--- config.mk ---
export PLATFORM = sky130hd
export DESIGN_NAME = dary_max_heap_queue_flat
export DESIGN_NICKNAME = d
export VERILOG_FILES = /design/src/sv/dmhq_pkg.sv /design/src/sv/dmhq_if.sv /design/src/sv/dary_max_heap_queue.sv /design/src/sv/dmhq_cell.sv /design/src/sv/dmhq_ctrl.sv /design/src/flat_wrapper.sv
export VERILOG_INCLUDE_DIRS = /design/src /design/src/sv
export SDC_FILE = /design/constraint.sdc
export NUM_CORES = 2
export LEC_CHECK = 0
export ABC_CLOCK_PERIOD_IN_PS = 8370
export BUFFER_PORTS_ARGS = -buffer_cell sky130_fd_sc_hd__buf_2
export CAP_MARGIN = 40
export CORE_MARGIN = 2
export CORE_UTILIZATION = 57
export CTS_BUF_LIST = sky130_fd_sc_hd__clkbuf_8
export CTS_CLUSTER_DIAMETER = 60
export DETAILED_ROUTE_END_ITERATION = 6
export PLACE_DENSITY = 0.76
export REMOVE_ABC_BUFFERS = 1
export SETUP_SLACK_MARGIN = 0.4
export SLEW_MARGIN = 15
export SYNTH_ARGS = -nofsm -noshare
export SYNTH_HDL_FRONTEND = slang
export SYNTH_SLANG_ARGS = --single-unit
--- constraint.sdc ---
create_clock -name clk -period 8.37 [get_ports clk]
set_input_delay 0.4185 -clock clk [delete_from_list [all_inputs] [get_ports clk]]
set_output_delay 0.4185 -clock clk [all_outputs]
set_load 0.05 [all_outputs]
--- src/sv/dary_max_heap_queue_macros.svh ---
// Assertion macros used by the heap queue sequencer.
// Expects signals named clk and arst_n in the including module.
`ifndef DARY_MAX_HEAP_QUEUE_MACROS_SVH
`define DARY_MAX_HEAP_QUEUE_MACROS_SVH

// Property must hold at every clock edge outside reset.
`define DMHQ_ASSERT(label, prop, msg) \
	label: assert property (@(posedge clk) disable iff (!arst_n) prop) else $error(msg);

// Expression must never be true at a clock edge outside reset.
`define DMHQ_NEVER(label, expr, msg) \
	label: assert property (@(posedge clk) disable iff (!arst_n) !(expr)) else $error(msg);

`endif

--- src/sv/dmhq_pkg.sv ---
// Package for the d-ary max-heap queue: sizes, codes, types and helper functions.
// No dependencies; every other file of the block but the macro header uses it by scoped names.
`timescale 1ns / 1ps

package dmhq_pkg;

	localparam int CAPACITY = 64;
	localparam int ARITY    = 5;

	localparam int KEY_W  = 32;
	localparam int INC_W  = 31;
	localparam int CMD_W  = 2;
	localparam int STAT_W = 2;
	localparam int OCC_W  = 7;

	localparam int IDX_W   = $clog2(CAPACITY);
	localparam int CNT_W   = $clog2(CAPACITY + 1);
	localparam int CHILD_W = $clog2(ARITY * CAPACITY + 1);

	// Reciprocal for the parent index: exact for all indexes below 2**IDX_W
	// because ARITY never exceeds eight.
	localparam int DIV_SHIFT = IDX_W + 3;
	localparam int DIV_RECIP = (2 ** DIV_SHIFT + ARITY - 1) / ARITY;
	localparam int PROD_W    = IDX_W + DIV_SHIFT;

	localparam logic [CMD_W-1:0] CMD_INSERT   = 2'd0;
	localparam logic [CMD_W-1:0] CMD_EXTRACT  = 2'd1;
	localparam logic [CMD_W-1:0] CMD_INCREASE = 2'd2;

	localparam logic [STAT_W-1:0] STATUS_OK       = 2'd0;
	localparam logic [STAT_W-1:0] STATUS_EMPTY    = 2'd1;
	localparam logic [STAT_W-1:0] STATUS_FULL     = 2'd2;
	localparam logic [STAT_W-1:0] STATUS_NOTFOUND = 2'd3;

	typedef enum logic [2:0] {
		ST_IDLE,
		ST_EXT_ROOT,
		ST_EXT_LAST,
		ST_DOWN,
		ST_UP,
		ST_SEARCH,
		ST_FLUSH,
		ST_DONE
	} state_t;

	typedef struct packed {
		logic             en;
		logic [KEY_W-1:0] data;
	} wr_t;

	function automatic logic [IDX_W-1:0] parent_of(input logic [IDX_W-1:0] idx);
		logic [PROD_W-1:0] prod;
		prod = PROD_W'(idx - 1'b1) * PROD_W'(DIV_RECIP);
		return prod[DIV_SHIFT +: IDX_W];
	endfunction

	// Signed key plus unsigned increment, saturating at the largest positive key.
	function automatic logic [KEY_W-1:0] sat_add(input logic [KEY_W-1:0] key,
		input logic [INC_W-1:0] inc);
		logic [KEY_W:0] sum;
		sum = {key[KEY_W-1], key} + {{(KEY_W + 1 - INC_W){1'b0}}, inc};
		if (!sum[KEY_W] && sum[KEY_W-1]) begin
			return {1'b0, {(KEY_W - 1){1'b1}}};
		end
		return sum[KEY_W-1:0];
	endfunction

endpackage

--- src/sv/dmhq_if.sv ---
// Valid/ready channel interfaces for heap queue requests and results.
// Depends on dmhq_pkg for the field widths.
`timescale 1ns / 1ps

interface dmhq_cmd_if;
	logic                              valid;
	logic                              ready;
	logic [dmhq_pkg::CMD_W-1:0]        command;
	logic signed [dmhq_pkg::KEY_W-1:0] key_value;
	logic [dmhq_pkg::INC_W-1:0]        increment;

	modport source (output valid, command, key_value, increment, input ready);
	modport sink (input valid, command, key_value, increment, output ready);
endinterface

interface dmhq_res_if;
	logic                              valid;
	logic                              ready;
	logic signed [dmhq_pkg::KEY_W-1:0] result_key;
	logic [dmhq_pkg::STAT_W-1:0]       status;
	logic [dmhq_pkg::OCC_W-1:0]        occupancy;

	modport source (output valid, result_key, status, occupancy, input ready);
	modport sink (input valid, result_key, status, occupancy, output ready);
endinterface

--- src/sv/dary_max_heap_queue.sv ---
// 5-ary max-heap priority queue of signed 32-bit keys, up to 64 entries. The entries
// live in a ring of 64 cells that rotates by one place every clock cycle; the sequencer
// reads and writes only the entry passing the head, so each heap access waits for its
// entry to come round. An extract fetches the root and then the last entry; an increase
// search waits for the root and then scans the entries. At each level a key moves up or
// down, the next level waits until the previous write has landed. One request is worked
// at a time; a new request is taken while the previous result still waits in the output
// register. Full, empty and unused-code requests go straight to the result stage.
//
// Top level of the heap queue: ring of storage cells plus the sequencer.
// Depends on dmhq_pkg, dmhq_if, dmhq_cell and dmhq_ctrl.
`timescale 1ns / 1ps

module dary_max_heap_queue (
	input  logic       clk,
	input  logic       arst_n,
	dmhq_cmd_if.sink   cmd,
	dmhq_res_if.source res
);

	logic [dmhq_pkg::KEY_W-1:0] cell_val [dmhq_pkg::CAPACITY];
	dmhq_pkg::wr_t              ring_wr;

	// Cell k takes the key of cell k+1; the last cell closes the ring from cell 0
	// and is where the sequencer writes the entry now at the head.
	for (genvar k = 0; k < dmhq_pkg::CAPACITY; k++) begin : g_cell
		if (k == dmhq_pkg::CAPACITY - 1) begin : g_tail
			dmhq_cell u_cell (
				.clk      (clk),
				.shift_in (cell_val[0]),
				.wr       (ring_wr),
				.value    (cell_val[k])
			);
		end else begin : g_body
			dmhq_cell u_cell (
				.clk      (clk),
				.shift_in (cell_val[k + 1]),
				.wr       ('0),
				.value    (cell_val[k])
			);
		end
	end

	dmhq_ctrl u_ctrl (
		.clk      (clk),
		.arst_n   (arst_n),
		.cmd      (cmd),
		.res      (res),
		.head_val (cell_val[0]),
		.wr       (ring_wr)
	);

endmodule

--- src/sv/dmhq_cell.sv ---
// One storage cell of the rotating heap ring: holds one key and passes it on.
// Depends on dmhq_pkg for the key width and the write struct.
`timescale 1ns / 1ps

module dmhq_cell (
	input  logic                       clk,
	input  logic [dmhq_pkg::KEY_W-1:0] shift_in,
	input  dmhq_pkg::wr_t              wr,
	output logic [dmhq_pkg::KEY_W-1:0] value
);

	logic [dmhq_pkg::KEY_W-1:0] value_q;

	// A write replaces the key that is moving into this cell.
	always_ff @(posedge clk) begin
		value_q <= wr.en ? wr.data : shift_in;
	end

	assign value = value_q;

endmodule

--- src/sv/dmhq_ctrl.sv ---
// Sequencer of the heap queue: watches the head of the rotating ring and runs
// insert, extract and increase. Depends on dmhq_pkg, dmhq_if and the macro header.
`timescale 1ns / 1ps
`include "dary_max_heap_queue_macros.svh"

module dmhq_ctrl (
	input  logic                       clk,
	input  logic                       arst_n,
	dmhq_cmd_if.sink                   cmd,
	dmhq_res_if.source                 res,
	input  logic [dmhq_pkg::KEY_W-1:0] head_val,
	output dmhq_pkg::wr_t              wr
);

	localparam int KEY_W   = dmhq_pkg::KEY_W;
	localparam int IDX_W   = dmhq_pkg::IDX_W;
	localparam int CNT_W   = dmhq_pkg::CNT_W;
	localparam int CHILD_W = dmhq_pkg::CHILD_W;

	dmhq_pkg::state_t state_q, state_n;
	logic [CNT_W-1:0]  cnt_q, cnt_n;
	logic [IDX_W-1:0]  head_q, head_n;
	logic [IDX_W-1:0]  cur_q, cur_n;
	logic [KEY_W-1:0]  val_q, val_n;
	logic [KEY_W-1:0]  best_q, best_n;
	logic [IDX_W-1:0]  bidx_q, bidx_n;
	logic              scan_q, scan_n;
	logic              pend_q, pend_n;
	logic [IDX_W-1:0]  pidx_q, pidx_n;
	logic [KEY_W-1:0]  pval_q, pval_n;
	logic [KEY_W-1:0]  key_q, key_n;
	logic [dmhq_pkg::INC_W-1:0]  inc_q, inc_n;
	logic [KEY_W-1:0]  rkey_q, rkey_n;
	logic [dmhq_pkg::STAT_W-1:0] stat_q, stat_n;
	logic              ov_q, ov_n;
	logic [KEY_W-1:0]  okey_q, okey_n;
	logic [dmhq_pkg::STAT_W-1:0] ostat_q, ostat_n;
	logic [dmhq_pkg::OCC_W-1:0]  occ_q, occ_n;

	logic [CHILD_W-1:0] first_child;
	logic [CHILD_W-1:0] head_w;
	logic [CHILD_W-1:0] cnt_w;
	logic [IDX_W-1:0]   parent;
	logic               child_gt;
	logic               last_child;
	logic [KEY_W-1:0]   nb_val;
	logic [IDX_W-1:0]   nb_idx;
	logic [KEY_W-1:0]   inc_sum;
	logic               direct_wr;

	assign head_w      = CHILD_W'(head_q);
	assign cnt_w       = CHILD_W'(cnt_q);
	assign first_child = CHILD_W'(dmhq_pkg::ARITY) * CHILD_W'(cur_q) + 1'b1;
	assign parent      = dmhq_pkg::parent_of(cur_q);
	assign child_gt    = $signed(head_val) > $signed(best_q);
	assign last_child  = (head_w == first_child + CHILD_W'(dmhq_pkg::ARITY - 1))
		|| (head_w + 1'b1 >= cnt_w);
	assign nb_val      = child_gt ? head_val : best_q;
	assign nb_idx      = child_gt ? head_q : bidx_q;
	assign inc_sum     = dmhq_pkg::sat_add(head_val, inc_q);

	assign head_n = (head_q == IDX_W'(dmhq_pkg::CAPACITY - 1)) ? '0 : head_q + 1'b1;

	assign res.valid      = ov_q;
	assign res.result_key = okey_q;
	assign res.status     = ostat_q;
	assign res.occupancy  = occ_q;

	always_ff @(posedge clk or negedge arst_n) begin
		if (!arst_n) begin
			state_q <= dmhq_pkg::ST_IDLE;
			cnt_q   <= '0;
			head_q  <= '0;
			scan_q  <= 1'b0;
			pend_q  <= 1'b0;
			ov_q    <= 1'b0;
		end else begin
			state_q <= state_n;
			cnt_q   <= cnt_n;
			head_q  <= head_n;
			scan_q  <= scan_n;
			pend_q  <= pend_n;
			ov_q    <= ov_n;
		end
	end

	always_ff @(posedge clk) begin
		cur_q   <= cur_n;
		val_q   <= val_n;
		best_q  <= best_n;
		bidx_q  <= bidx_n;
		pidx_q  <= pidx_n;
		pval_q  <= pval_n;
		key_q   <= key_n;
		inc_q   <= inc_n;
		rkey_q  <= rkey_n;
		stat_q  <= stat_n;
		okey_q  <= okey_n;
		ostat_q <= ostat_n;
		occ_q   <= occ_n;
	end

	always_comb begin
		state_n   = state_q;
		cnt_n     = cnt_q;
		cur_n     = cur_q;
		val_n     = val_q;
		best_n    = best_q;
		bidx_n    = bidx_q;
		scan_n    = scan_q;
		pend_n    = pend_q;
		pidx_n    = pidx_q;
		pval_n    = pval_q;
		key_n     = key_q;
		inc_n     = inc_q;
		rkey_n    = rkey_q;
		stat_n    = stat_q;
		ov_n      = ov_q;
		okey_n    = okey_q;
		ostat_n   = ostat_q;
		occ_n     = occ_q;
		wr        = '0;
		direct_wr = 1'b0;
		cmd.ready = (state_q == dmhq_pkg::ST_IDLE);

		// A deferred write lands when its entry passes the head.
		if (pend_q && head_q == pidx_q) begin
			wr.en   = 1'b1;
			wr.data = pval_q;
			pend_n  = 1'b0;
		end

		if (ov_q && res.ready) begin
			ov_n = 1'b0;
		end

		unique case (state_q)
			dmhq_pkg::ST_IDLE: begin
				if (cmd.valid) begin
					key_n  = cmd.key_value;
					inc_n  = cmd.increment;
					rkey_n = '0;
					stat_n = dmhq_pkg::STATUS_OK;
					unique case (cmd.command)
						dmhq_pkg::CMD_INSERT: begin
							if (cnt_q == CNT_W'(dmhq_pkg::CAPACITY)) begin
								stat_n  = dmhq_pkg::STATUS_FULL;
								state_n = dmhq_pkg::ST_DONE;
							end else begin
								cnt_n   = cnt_q + 1'b1;
								cur_n   = cnt_q[IDX_W-1:0];
								val_n   = cmd.key_value;
								pend_n  = 1'b1;
								pidx_n  = cnt_q[IDX_W-1:0];
								pval_n  = cmd.key_value;
								state_n = dmhq_pkg::ST_UP;
							end
						end
						dmhq_pkg::CMD_EXTRACT: begin
							if (cnt_q == '0) begin
								stat_n  = dmhq_pkg::STATUS_EMPTY;
								state_n = dmhq_pkg::ST_DONE;
							end else begin
								cnt_n   = cnt_q - 1'b1;
								state_n = dmhq_pkg::ST_EXT_ROOT;
							end
						end
						dmhq_pkg::CMD_INCREASE: begin
							scan_n  = 1'b0;
							state_n = dmhq_pkg::ST_SEARCH;
						end
						default: begin
							state_n = dmhq_pkg::ST_DONE;
						end
					endcase
				end
			end
			dmhq_pkg::ST_EXT_ROOT: begin
				if (head_q == '0) begin
					rkey_n  = head_val;
					state_n = (cnt_q == '0) ? dmhq_pkg::ST_FLUSH : dmhq_pkg::ST_EXT_LAST;
				end
			end
			dmhq_pkg::ST_EXT_LAST: begin
				// The last entry becomes the value that sifts down from the root.
				if (head_q == cnt_q[IDX_W-1:0]) begin
					val_n   = head_val;
					cur_n   = '0;
					best_n  = head_val;
					bidx_n  = '0;
					scan_n  = 1'b0;
					state_n = dmhq_pkg::ST_DOWN;
				end
			end
			dmhq_pkg::ST_DOWN: begin
				if (!scan_q && !pend_q && first_child >= cnt_w) begin
					pend_n  = 1'b1;
					pidx_n  = cur_q;
					pval_n  = val_q;
					state_n = dmhq_pkg::ST_FLUSH;
				end else if (scan_q || (!pend_q && head_w == first_child)) begin
					// Children are consecutive, so they pass the head one per cycle.
					scan_n = 1'b1;
					best_n = nb_val;
					bidx_n = nb_idx;
					if (last_child) begin
						scan_n = 1'b0;
						pend_n = 1'b1;
						pidx_n = cur_q;
						if (nb_idx == cur_q) begin
							pval_n  = val_q;
							state_n = dmhq_pkg::ST_FLUSH;
						end else begin
							pval_n = nb_val;
							cur_n  = nb_idx;
							best_n = val_q;
							bidx_n = nb_idx;
						end
					end
				end
			end
			dmhq_pkg::ST_UP: begin
				if (cur_q == '0) begin
					state_n = dmhq_pkg::ST_FLUSH;
				end else if (head_q == parent && (!pend_q || pidx_q == cur_q)) begin
					if ($signed(val_q) > $signed(head_val)) begin
						// Moving key takes the parent slot now; the parent moves down later.
						wr.en     = 1'b1;
						wr.data   = val_q;
						direct_wr = 1'b1;
						pend_n    = 1'b1;
						pidx_n    = cur_q;
						pval_n    = head_val;
						cur_n     = parent;
					end else begin
						state_n = dmhq_pkg::ST_FLUSH;
					end
				end
			end
			dmhq_pkg::ST_SEARCH: begin
				if (scan_q || head_q == '0) begin
					if (head_w >= cnt_w) begin
						scan_n  = 1'b0;
						stat_n  = dmhq_pkg::STATUS_NOTFOUND;
						state_n = dmhq_pkg::ST_DONE;
					end else if (head_val == key_q) begin
						wr.en     = 1'b1;
						wr.data   = inc_sum;
						direct_wr = 1'b1;
						rkey_n    = inc_sum;
						cur_n     = head_q;
						val_n     = inc_sum;
						scan_n    = 1'b0;
						state_n   = dmhq_pkg::ST_UP;
					end else if (head_q == IDX_W'(dmhq_pkg::CAPACITY - 1)) begin
						scan_n  = 1'b0;
						stat_n  = dmhq_pkg::STATUS_NOTFOUND;
						state_n = dmhq_pkg::ST_DONE;
					end else begin
						scan_n = 1'b1;
					end
				end
			end
			dmhq_pkg::ST_FLUSH: begin
				if (!pend_q) begin
					state_n = dmhq_pkg::ST_DONE;
				end
			end
			dmhq_pkg::ST_DONE: begin
				if (!ov_q || res.ready) begin
					ov_n    = 1'b1;
					okey_n  = rkey_q;
					ostat_n = stat_q;
					occ_n   = dmhq_pkg::OCC_W'(cnt_q);
					state_n = dmhq_pkg::ST_IDLE;
				end
			end
			default: begin
				state_n = dmhq_pkg::ST_IDLE;
			end
		endcase
	end

	`DMHQ_NEVER(a_wr_clash, direct_wr && pend_q && head_q == pidx_q, "deferred write collides with a direct write")
	`DMHQ_ASSERT(a_cnt_range, cnt_q <= CNT_W'(dmhq_pkg::CAPACITY), "entry count above capacity")
	`DMHQ_NEVER(a_idle_pend, state_q == dmhq_pkg::ST_IDLE && pend_q, "deferred write left behind at idle")
	`DMHQ_ASSERT(a_scan_clean, scan_q && state_q == dmhq_pkg::ST_DOWN |-> !pend_q, "child scan with a deferred write outstanding")
	`DMHQ_ASSERT(a_done_loads, state_q == dmhq_pkg::ST_DONE && (!ov_q || res.ready) |=> ov_q && state_q == dmhq_pkg::ST_IDLE, "finished request not loaded into the result register")

endmodule
--- src/flat_wrapper.sv ---
// flat-port wrapper written by rule: the top's interface ports become plain ports
module dary_max_heap_queue_flat 
  (clk, arst_n, cmd_valid, cmd_command, cmd_key_value, cmd_increment, cmd_ready, res_valid, res_result_key, res_status, res_occupancy, res_ready);
  dmhq_cmd_if cmd_i ();
  dmhq_res_if res_i ();
  input  logic clk;
  input  logic arst_n;
  input wire logic [$bits(cmd_i.valid)-1:0] cmd_valid;
  input wire logic [$bits(cmd_i.command)-1:0] cmd_command;
  input wire logic [$bits(cmd_i.key_value)-1:0] cmd_key_value;
  input wire logic [$bits(cmd_i.increment)-1:0] cmd_increment;
  output wire logic [$bits(cmd_i.ready)-1:0] cmd_ready;
  output wire logic [$bits(res_i.valid)-1:0] res_valid;
  output wire logic [$bits(res_i.result_key)-1:0] res_result_key;
  output wire logic [$bits(res_i.status)-1:0] res_status;
  output wire logic [$bits(res_i.occupancy)-1:0] res_occupancy;
  input wire logic [$bits(res_i.ready)-1:0] res_ready;
  assign cmd_i.valid = cmd_valid;
  assign cmd_i.command = cmd_command;
  assign cmd_i.key_value = cmd_key_value;
  assign cmd_i.increment = cmd_increment;
  assign cmd_ready = cmd_i.ready;
  assign res_valid = res_i.valid;
  assign res_result_key = res_i.result_key;
  assign res_status = res_i.status;
  assign res_occupancy = res_i.occupancy;
  assign res_i.ready = res_ready;
  dary_max_heap_queue u_core (.clk(clk), .arst_n(arst_n), .cmd(cmd_i), .res(res_i));
endmodule
# Word-level counts from Yosys, hierarchy flattened
# Cells that the tools add are included.
[word_totals]
in_bits = 69
elab_cells = 307
out_inout_bits = 43
register_bits = 2319
[op_classes]
n_addsub = 8
mux = 122
eq_ne = 47
order_cmp = 5
reduce_logical = 40
multipliers = 2
[op_table]
columns = ["operator", "n"]
rows = [
  ["$mux W32", 24],
  ["$pmux W32 S3", 3],
  ["$mux W33", 7],
  ["$mux W6", 24],
  ["$pmux W33 S2", 1],
  ["$gt A32 B32 Y1", 2],
  ["$pmux W32 S2", 1],
  ["$mux W3", 18],
  ["$ne A2 B2 Y1 const B", 18],
  ["$add A32 B32 Y33", 1],
  ["$eq A32 B32 Y1", 1],
  ["$eq A6 B6 Y1", 5],
  ["$pmux W6 S5", 1],
  ["$mux W1", 25],
  ["$pmux W3 S8", 1],
  ["$ne A3 B3 Y1 const B", 7],
  ["$eq A6 B9 Y1", 2],
  ["$pmux W6 S3", 1],
  ["$mul A7 B8 Y15 const B", 1],
  ["$reduce_and A15 Y1", 1],
  ["$mux W2", 7],
  ["$mux W7", 2],
  ["$pmux W7 S2", 1],
  ["$eq A3 B3 Y1 const B", 4],
  ["other kinds (43)", 66],
]

# Depth between registers and ports, before layout
[depth]
ltp_word = 10
depth_mapped = 27
depth_no_buf = 24

# Cells and area by module
# Synthesis repeated with hierarchy kept, for this count alone.
[unflattened]
hier_cells = 6286
area_unflattened_um2 = 94923.5
[modules_own_cells]
columns = ["mod", "area_each_um2", "seq_area_each_um2", "n_inst", "cells_per_inst"]
rows = [
  ["dmhq_cell", 1184.9, 640.6, 64, 68],
  ["dmhq_ctrl", 19087.1, 8042.7, 1, 1933],
  ["dary_max_heap_queue", 3.8, 0.0, 1, 1],
]

# Least setup slack after synthesis
# No wires, ideal clock.
[synth_timing]
kind = "reg-to-reg"
start = "reg u_core.u_ctrl.head_q[0]"
end = "reg u_core.u_ctrl.rkey_q[0] (enable)"
period_less_slack_ns = 7.794
stages_incl_launch_ff = 11
path_buffers = 1
setup_time_ns = 0.595
slack_ns = 0.576
arrival_ns = 7.199
required_time_ns = 7.775
path_cell_list = "dfrtp_1 clkbuf_1 inv_1 ha_1 nor2b_1 o221ai_1 a21oi_1 o2bb2ai_1 nor3_1 nor2_1 a2111oi_0"
[synth_via]
elab_chain_len = 4
word_cells_on_any_way = 7
classes_between = "1 x order compare; 3 x eq/ne; 3 x reduce/logical"
[synth_rtl]
columns = ["item", "line_no", "text"]
rows = [
  ["start: declaration", "dmhq_ctrl.sv:22", "logic [IDX_W-1:0] head_q, head_n;"],
  ["start signal: assignment", "dmhq_ctrl.sv:80", "head_q <= head_n;"],
  ["branches (longest 3 deep; another with $ge A6 B7 Y1)", "-", ""],
  ["$reduce_and A6 Y1 (no source line) *", "-", ""],
  ["end signal: assignment", "dmhq_ctrl.sv:96", "rkey_q <= rkey_n;"],
  ["end: declaration", "dmhq_ctrl.sv:33", "logic [KEY_W-1:0] rkey_q, rkey_n;"],
]
# Mark *: on every way between the ends.
# A chain may end at the register's enable or synchronous reset.

# Final worst setup path
[layout_timing]
start = "reg u_core.u_ctrl.cur_q[0]"
end = "reg u_core.u_ctrl.pval_q[7] (enable)"
[layout_via]
elab_chain_len = 7
word_cells_on_any_way = 22
classes_between = "3 x add/sub; 2 x mul; 1 x order compare; 8 x eq/ne; 8 x reduce/logical"
[layout_rtl]
columns = ["item", "line_no", "text"]
rows = [
  ["start: declaration", "dmhq_ctrl.sv:23", "logic [IDX_W-1:0] cur_q, cur_n;"],
  ["start signal: assignment", "dmhq_ctrl.sv:88", "cur_q <= cur_n;"],
  ["$mul A3 B6 Y9", "dmhq_ctrl.sv:53", "assign first_child = CHILD_W'(dmhq_pkg::ARITY) * CHILD_W'(cur_q) + 1'b1;"],
  ["$add A9 B1 Y9", "dmhq_ctrl.sv:53", ""],
  ["$add A9 B3 Y9 or $eq A6 B9 Y1 (tied branches)", "dmhq_ctrl.sv:56, dmhq_ctrl.sv:201", ""],
  ["$eq A6 B9 Y1 or $logic_and A1 B1 Y1 (tied branches)", "dmhq_ctrl.sv:56, dmhq_ctrl.sv:201", ""],
  ["$logic_or A1 B1 Y1, on equally long branches", "dmhq_ctrl.sv:57, dmhq_ctrl.sv:201", ""],
  ["$ne A3 B3 Y1 (no source line)", "-", ""],
  ["$reduce_and A9 Y1 (no source line) *", "-", ""],
  ["end signal: assignment", "dmhq_ctrl.sv:93", "pval_q <= pval_n;"],
  ["end: declaration", "dmhq_ctrl.sv:30", "logic [KEY_W-1:0] pval_q, pval_n;"],
]
# Every way passes the cells marked *; elsewhere a longest branch is shown, timed or not.

==> run_results.csv <==
group,metric,value,unit
outcome,outcome,"finished with violations",
outcome,violations,"DRC",
worst_setup_path,slowest_stage,"edfxtp_1",
min_path,min_path_type,"input port to flop",
die,die_h,328.3,µm
route,via_per_inst,5.045,
clock_network,path_clk_slew,70,ps
worst_setup_path,worst-path-stages,21,
route,detail-route-antenna-nets,0,
worst_setup_path,crit_buf_inv,4,
worst_setup_path,cpMostUsedCell,"ha_1",
worst_setup_path,rrSetupSlack,1040,ps
clock_network,numClockSinks,2319,
clock_network,insertion_delay,980,ps
place,gp_congestion,0.8915,
die,die_w,328.3,µm
synthesis,ys_async_sr_fraction,0.008193,
clock_network,h-tree-depth,5,
worst_setup_path,path_class,"flop to flop",
route,postRouteWirelength,114.5,mm
route,vias,30615,
worst_setup_path,arrival,7860,ps
synthesis,synth-edff-count,252,
finish,syn2layout_area_growth,16.35,%
die,io_pins,112,
worst_setup_path,worst_setup_path_endpoint,"u_core.u_ctrl.pval_q[7]$_DFFE_PP_",
power_and_ir_drop,power_density,290.2,mW/mm²
finish,fill_cells,6836,
sta,tightest_slew,1024,ps
synthesis,yosys_register_bits,2319,
synthesis,synthMuxAreaShare,0.003654,
synthesis,yosys-top-cells-area,"dfxtp_1 (68%), edfxtp_1 (13%), ha_1 (3.7%)",
worst_setup_path,crit_family,"adder cells",
grt,grtUsageTotal,0.2157,
sta,setup_viol,0,
clock_network,cts_setup_buffers,0,
route,wire_per_inst,18.87,µm
synthesis,ys_seq_area_frac,0.8183,
worst_setup_path,r2r_start,"u_core.u_ctrl.cur_q[0]$_DFFE_PP_",
grt,overflow,0,
die,core,0.1039,mm²
synthesis,synthCells,3989,
worst_setup_path,crit_required,8900,ps
sta,slew_headroom,0.3173,
synthesis,yosysWarnings,0,
sta,fmax,136.4,MHz
sta,grt_setup_unrepaired,"false",
sta,skew,99.90,ps
clock_network,root_buffer,"clkbuf_8",
worst_setup_path,crit_chain,"inv_1, ha_1, inv_1, nor3_1, xnor2_1, ha_1, inv_1, ha_1, fa_1, fa_1, ha_1, a2111oi_0, o21ai_0, a21oi_1, xnor2_1, a2111o_1, a2111oi_4, nand3_1, and2_1, a21oi_4, buf_4",
route,drt_first_pass_iters,7,
die,rows,118,
synthesis,synth_compound_area_frac,0.06263,
synthesis,synth-simple-area-share,0.04211,
worst_setup_path,r2r_cells,21,
place,port_buffers,111,
synthesis,synth_fa_ha_area_frac,0.04050,
job,drv_cap,0,
synthesis,synthXorXnorAreaFrac,0.01770,
clock_network,clock_path_buffers,4,
sta,fin_crit_sh,0.8759,
sta,holdWs,137.4,ps
worst_setup_path,r2r_end,"u_core.u_ctrl.pval_q[7]$_DFFE_PP_",
worst_setup_path,critPathLaunch,"u_core.u_ctrl.cur_q[0]$_DFFE_PP_",
grt,grt_max_degree,66,
worst_setup_path,slowest_delay,600,ps
finish,stdcell_area,0.06973,mm²
sta,period_needed,7331,ps
finish,drive_gt1_frac,0.1408,
worst_setup_path,worst-path-max-fanout,32,
clock_network,numCtsBuffers,336,
worst_setup_path,crit_path_end_kind,"flop",
sta,drv_slew,0,
synthesis,ys_types,79,
route,route.detailed.drc,2,
sta,hold_viol_final,0,
synthesis,synth_top_flop_cell,"dfxtp_1",
power_and_ir_drop,leakage,28.80,nW
synthesis,synth_top_family_by_area,"compound AO/OA/AOI/OAI gates",
sta,fin_tns_setup,0,ps
synthesis,synth_area_per_cell,15.02,µm²
route,drtIter0Drc,2612,
synthesis,synth_top_area_cell,"dfxtp_1",
clock_network,cts_tree,"done",
die,initial_core_util,0.5766,
synthesis,synth_top_cell_area_share,0.6841,
synthesis,synth_area,0.05993,mm²
power_and_ir_drop,ir_drop,0.2665,mV
grt,grt_pass1_wl,178.5,mm
die,dieArea,0.1077,mm²
grt,antenna_found_initial,10,
finish,nNetsFinal,4695,
grt,grt_pass1_vias,31430,
place,placed_cell_area,0.06217,mm²
worst_setup_path,worst_setup_path_start_kind,"flop",
place,dp_hpwl,66.50,mm
-- cells in the mapped netlist, types with 52 or more instances --
library cell	n
a21o_1	52
a21oi_1	143
clkbuf_1	74
dfxtp_1	2048
edfxtp_1	252
ha_1	178
inv_1	120
nand2_1	234
nand3_1	65
nor2_1	113
o21ai_0	151
xnor2_1	57
xor2_1	59
-- tightest hold or removal path, delay by kind of cell --
| family | cells | cell delay (ps) |
|---|---|---|
| buffers and inverters | 1 | 110 |
| multiplexers | 1 | 150 |
| AO/OA/AOI/OAI | 1 | 180 |
| adder cells (fa/ha/maj) | 1 | 180 |
-- routing by layer --
layer / up-vias / wire, µm / share of wire / GRT usage
met5: - / 57 / 0.00050 / 0
met4: 8 / 4308 / 0.038 / 0.1017
met3: 302 / 9401 / 0.082 / 0.05488
met2: 1285 / 49550 / 0.43 / 0.3169
met1: 14545 / 51190 / 0.45 / 0.3014
li1: 14475 / - / - / -
-- where the power goes --
| group | switching (mW) | internal (mW) |
|---|---|---|
| sequential | 0.00000000000000000922 | 11.2 |
| clock | 4.02 | 4.91 |
| combinational | 0.0461 | 0.0478 |
| total | 4.06 | 16.2 |
-- area by class of cell --
| class | count | area [µm²] | share of cell area |
|---|---|---|---|
| tap | 1380 | 1727 | 0.02476 |
| inverter | 121 | 455.4 | 0.006532 |
| sequential | 2319 | 49040 | 0.7033 |
| antenna | 8 | 20.02 | 0.0002871 |
| timing repair buffer | 214 | 1584 | 0.02272 |
| clock buffer | 412 | 5670 | 0.08132 |
| multi-input combinational | 1446 | 10080 | 0.1445 |
| clock inverter | 168 | 1151 | 0.01651 |
-- timing repair --
item,4_1_cts,5_1_grt
hold endpoints to repair,150,0
endpoints found under the setup margin,0,0
hold buffers,70,0
gates resized for setup,0,0
-- logic make-up after synthesis --
| logic type | after synthesis |
|---|---|
| compound gates | 567 |
| xor+xnor | 118 |
| fa+ha+maj | 188 |
| buf+inv | 224 |
| flops | 2319 |
| mux | 21 |
| simple gates | 552 |
-- cell usage in the layout, fill, tap and decap left out, types with 59 or more instances in the layout --
| cell | instances |
|---|---|
| edfxtp_1 | 252 |
| buf_2 | 111 |
| clkbuf_8 | 412 |
| dlygate4sd3_1 | 70 |
| a21oi_1 | 141 |
| o21ai_0 | 150 |
| inv_1 | 211 |
| nand3_1 | 65 |
| dfxtp_1 | 2048 |
| nor2_1 | 107 |
| xor2_1 | 59 |
| nand2_1 | 234 |
| ha_1 | 178 |
-- stage by stage --
step	cells	utilization	worst slack, ps	total power, mW
after CTS	6059	0.6705	910.5	20.41
after global routing	6067	0.6708	483.5	20.92
after detailed placement	5409	0.5981	952.9	11.52
after global placement	5405	0.5972	1178	11.51
final	6068	0.6709	1039	20.23
after floorplan	3886	-	492.0	11.48
-- how the worst min path moves through the flow --
| stage | slack, ps | start | depth (start not counted) | end |
|---|---|---|---|---|
| after CTS | 40 | cmd_command[0] | 4 | u_core.u_ctrl.state_q[1]$_DFFE_PN0P_ |
| final | 140 | cmd_command[0] | 4 | u_core.u_ctrl.state_q[1]$_DFFE_PN0P_ |
| after global placement | 310 | u_core.g_cell[22].g_body.u_cell.value[2]$_DFF_P_ | 0 | u_core.g_cell[21].g_body.u_cell.value[2]$_DFF_P_ |
| after detailed placement | 310 | u_core.g_cell[14].g_body.u_cell.value[28]$_DFF_P_ | 0 | u_core.g_cell[13].g_body.u_cell.value[28]$_DFF_P_ |
| after floorplan | 120 | arst_n | 0 | u_core.u_ctrl.cnt_q[0]$_DFFE_PN0P_ |
| after global routing | 130 | cmd_increment[12] | 2 | u_core.u_ctrl.inc_q[12]$_DFFE_PP_ |
-- state kept, by name, indices dropped and copies added, names as in the netlist --
name                               flops
u_core.u_ctrl.pend_q                   1
u_core.u_ctrl.res.status               2
u_core.u_ctrl.cur_q                    6
u_core.g_cell.g_body.u_cell.value   2016
u_core.u_ctrl.cnt_q                    7
u_core.u_ctrl.best_q                  32
u_core.u_ctrl.head_q                   6
u_core.u_ctrl.res.result_key          32
u_core.g_cell.g_tail.u_cell.value     32
u_core.u_ctrl.res.occupancy            7
u_core.u_ctrl.scan_q                   1
u_core.u_ctrl.pval_q                  32
u_core.u_ctrl.key_q                   32
u_core.u_ctrl.stat_q                   2
u_core.u_ctrl.val_q                   32
u_core.u_ctrl.bidx_q                   6
u_core.u_ctrl.pidx_q                   6
u_core.u_ctrl.state_q                  3
u_core.u_ctrl.rkey_q                  32
u_core.u_ctrl.res.valid                1
u_core.u_ctrl.inc_q                   31
Power figures use the tool's default switching activity.
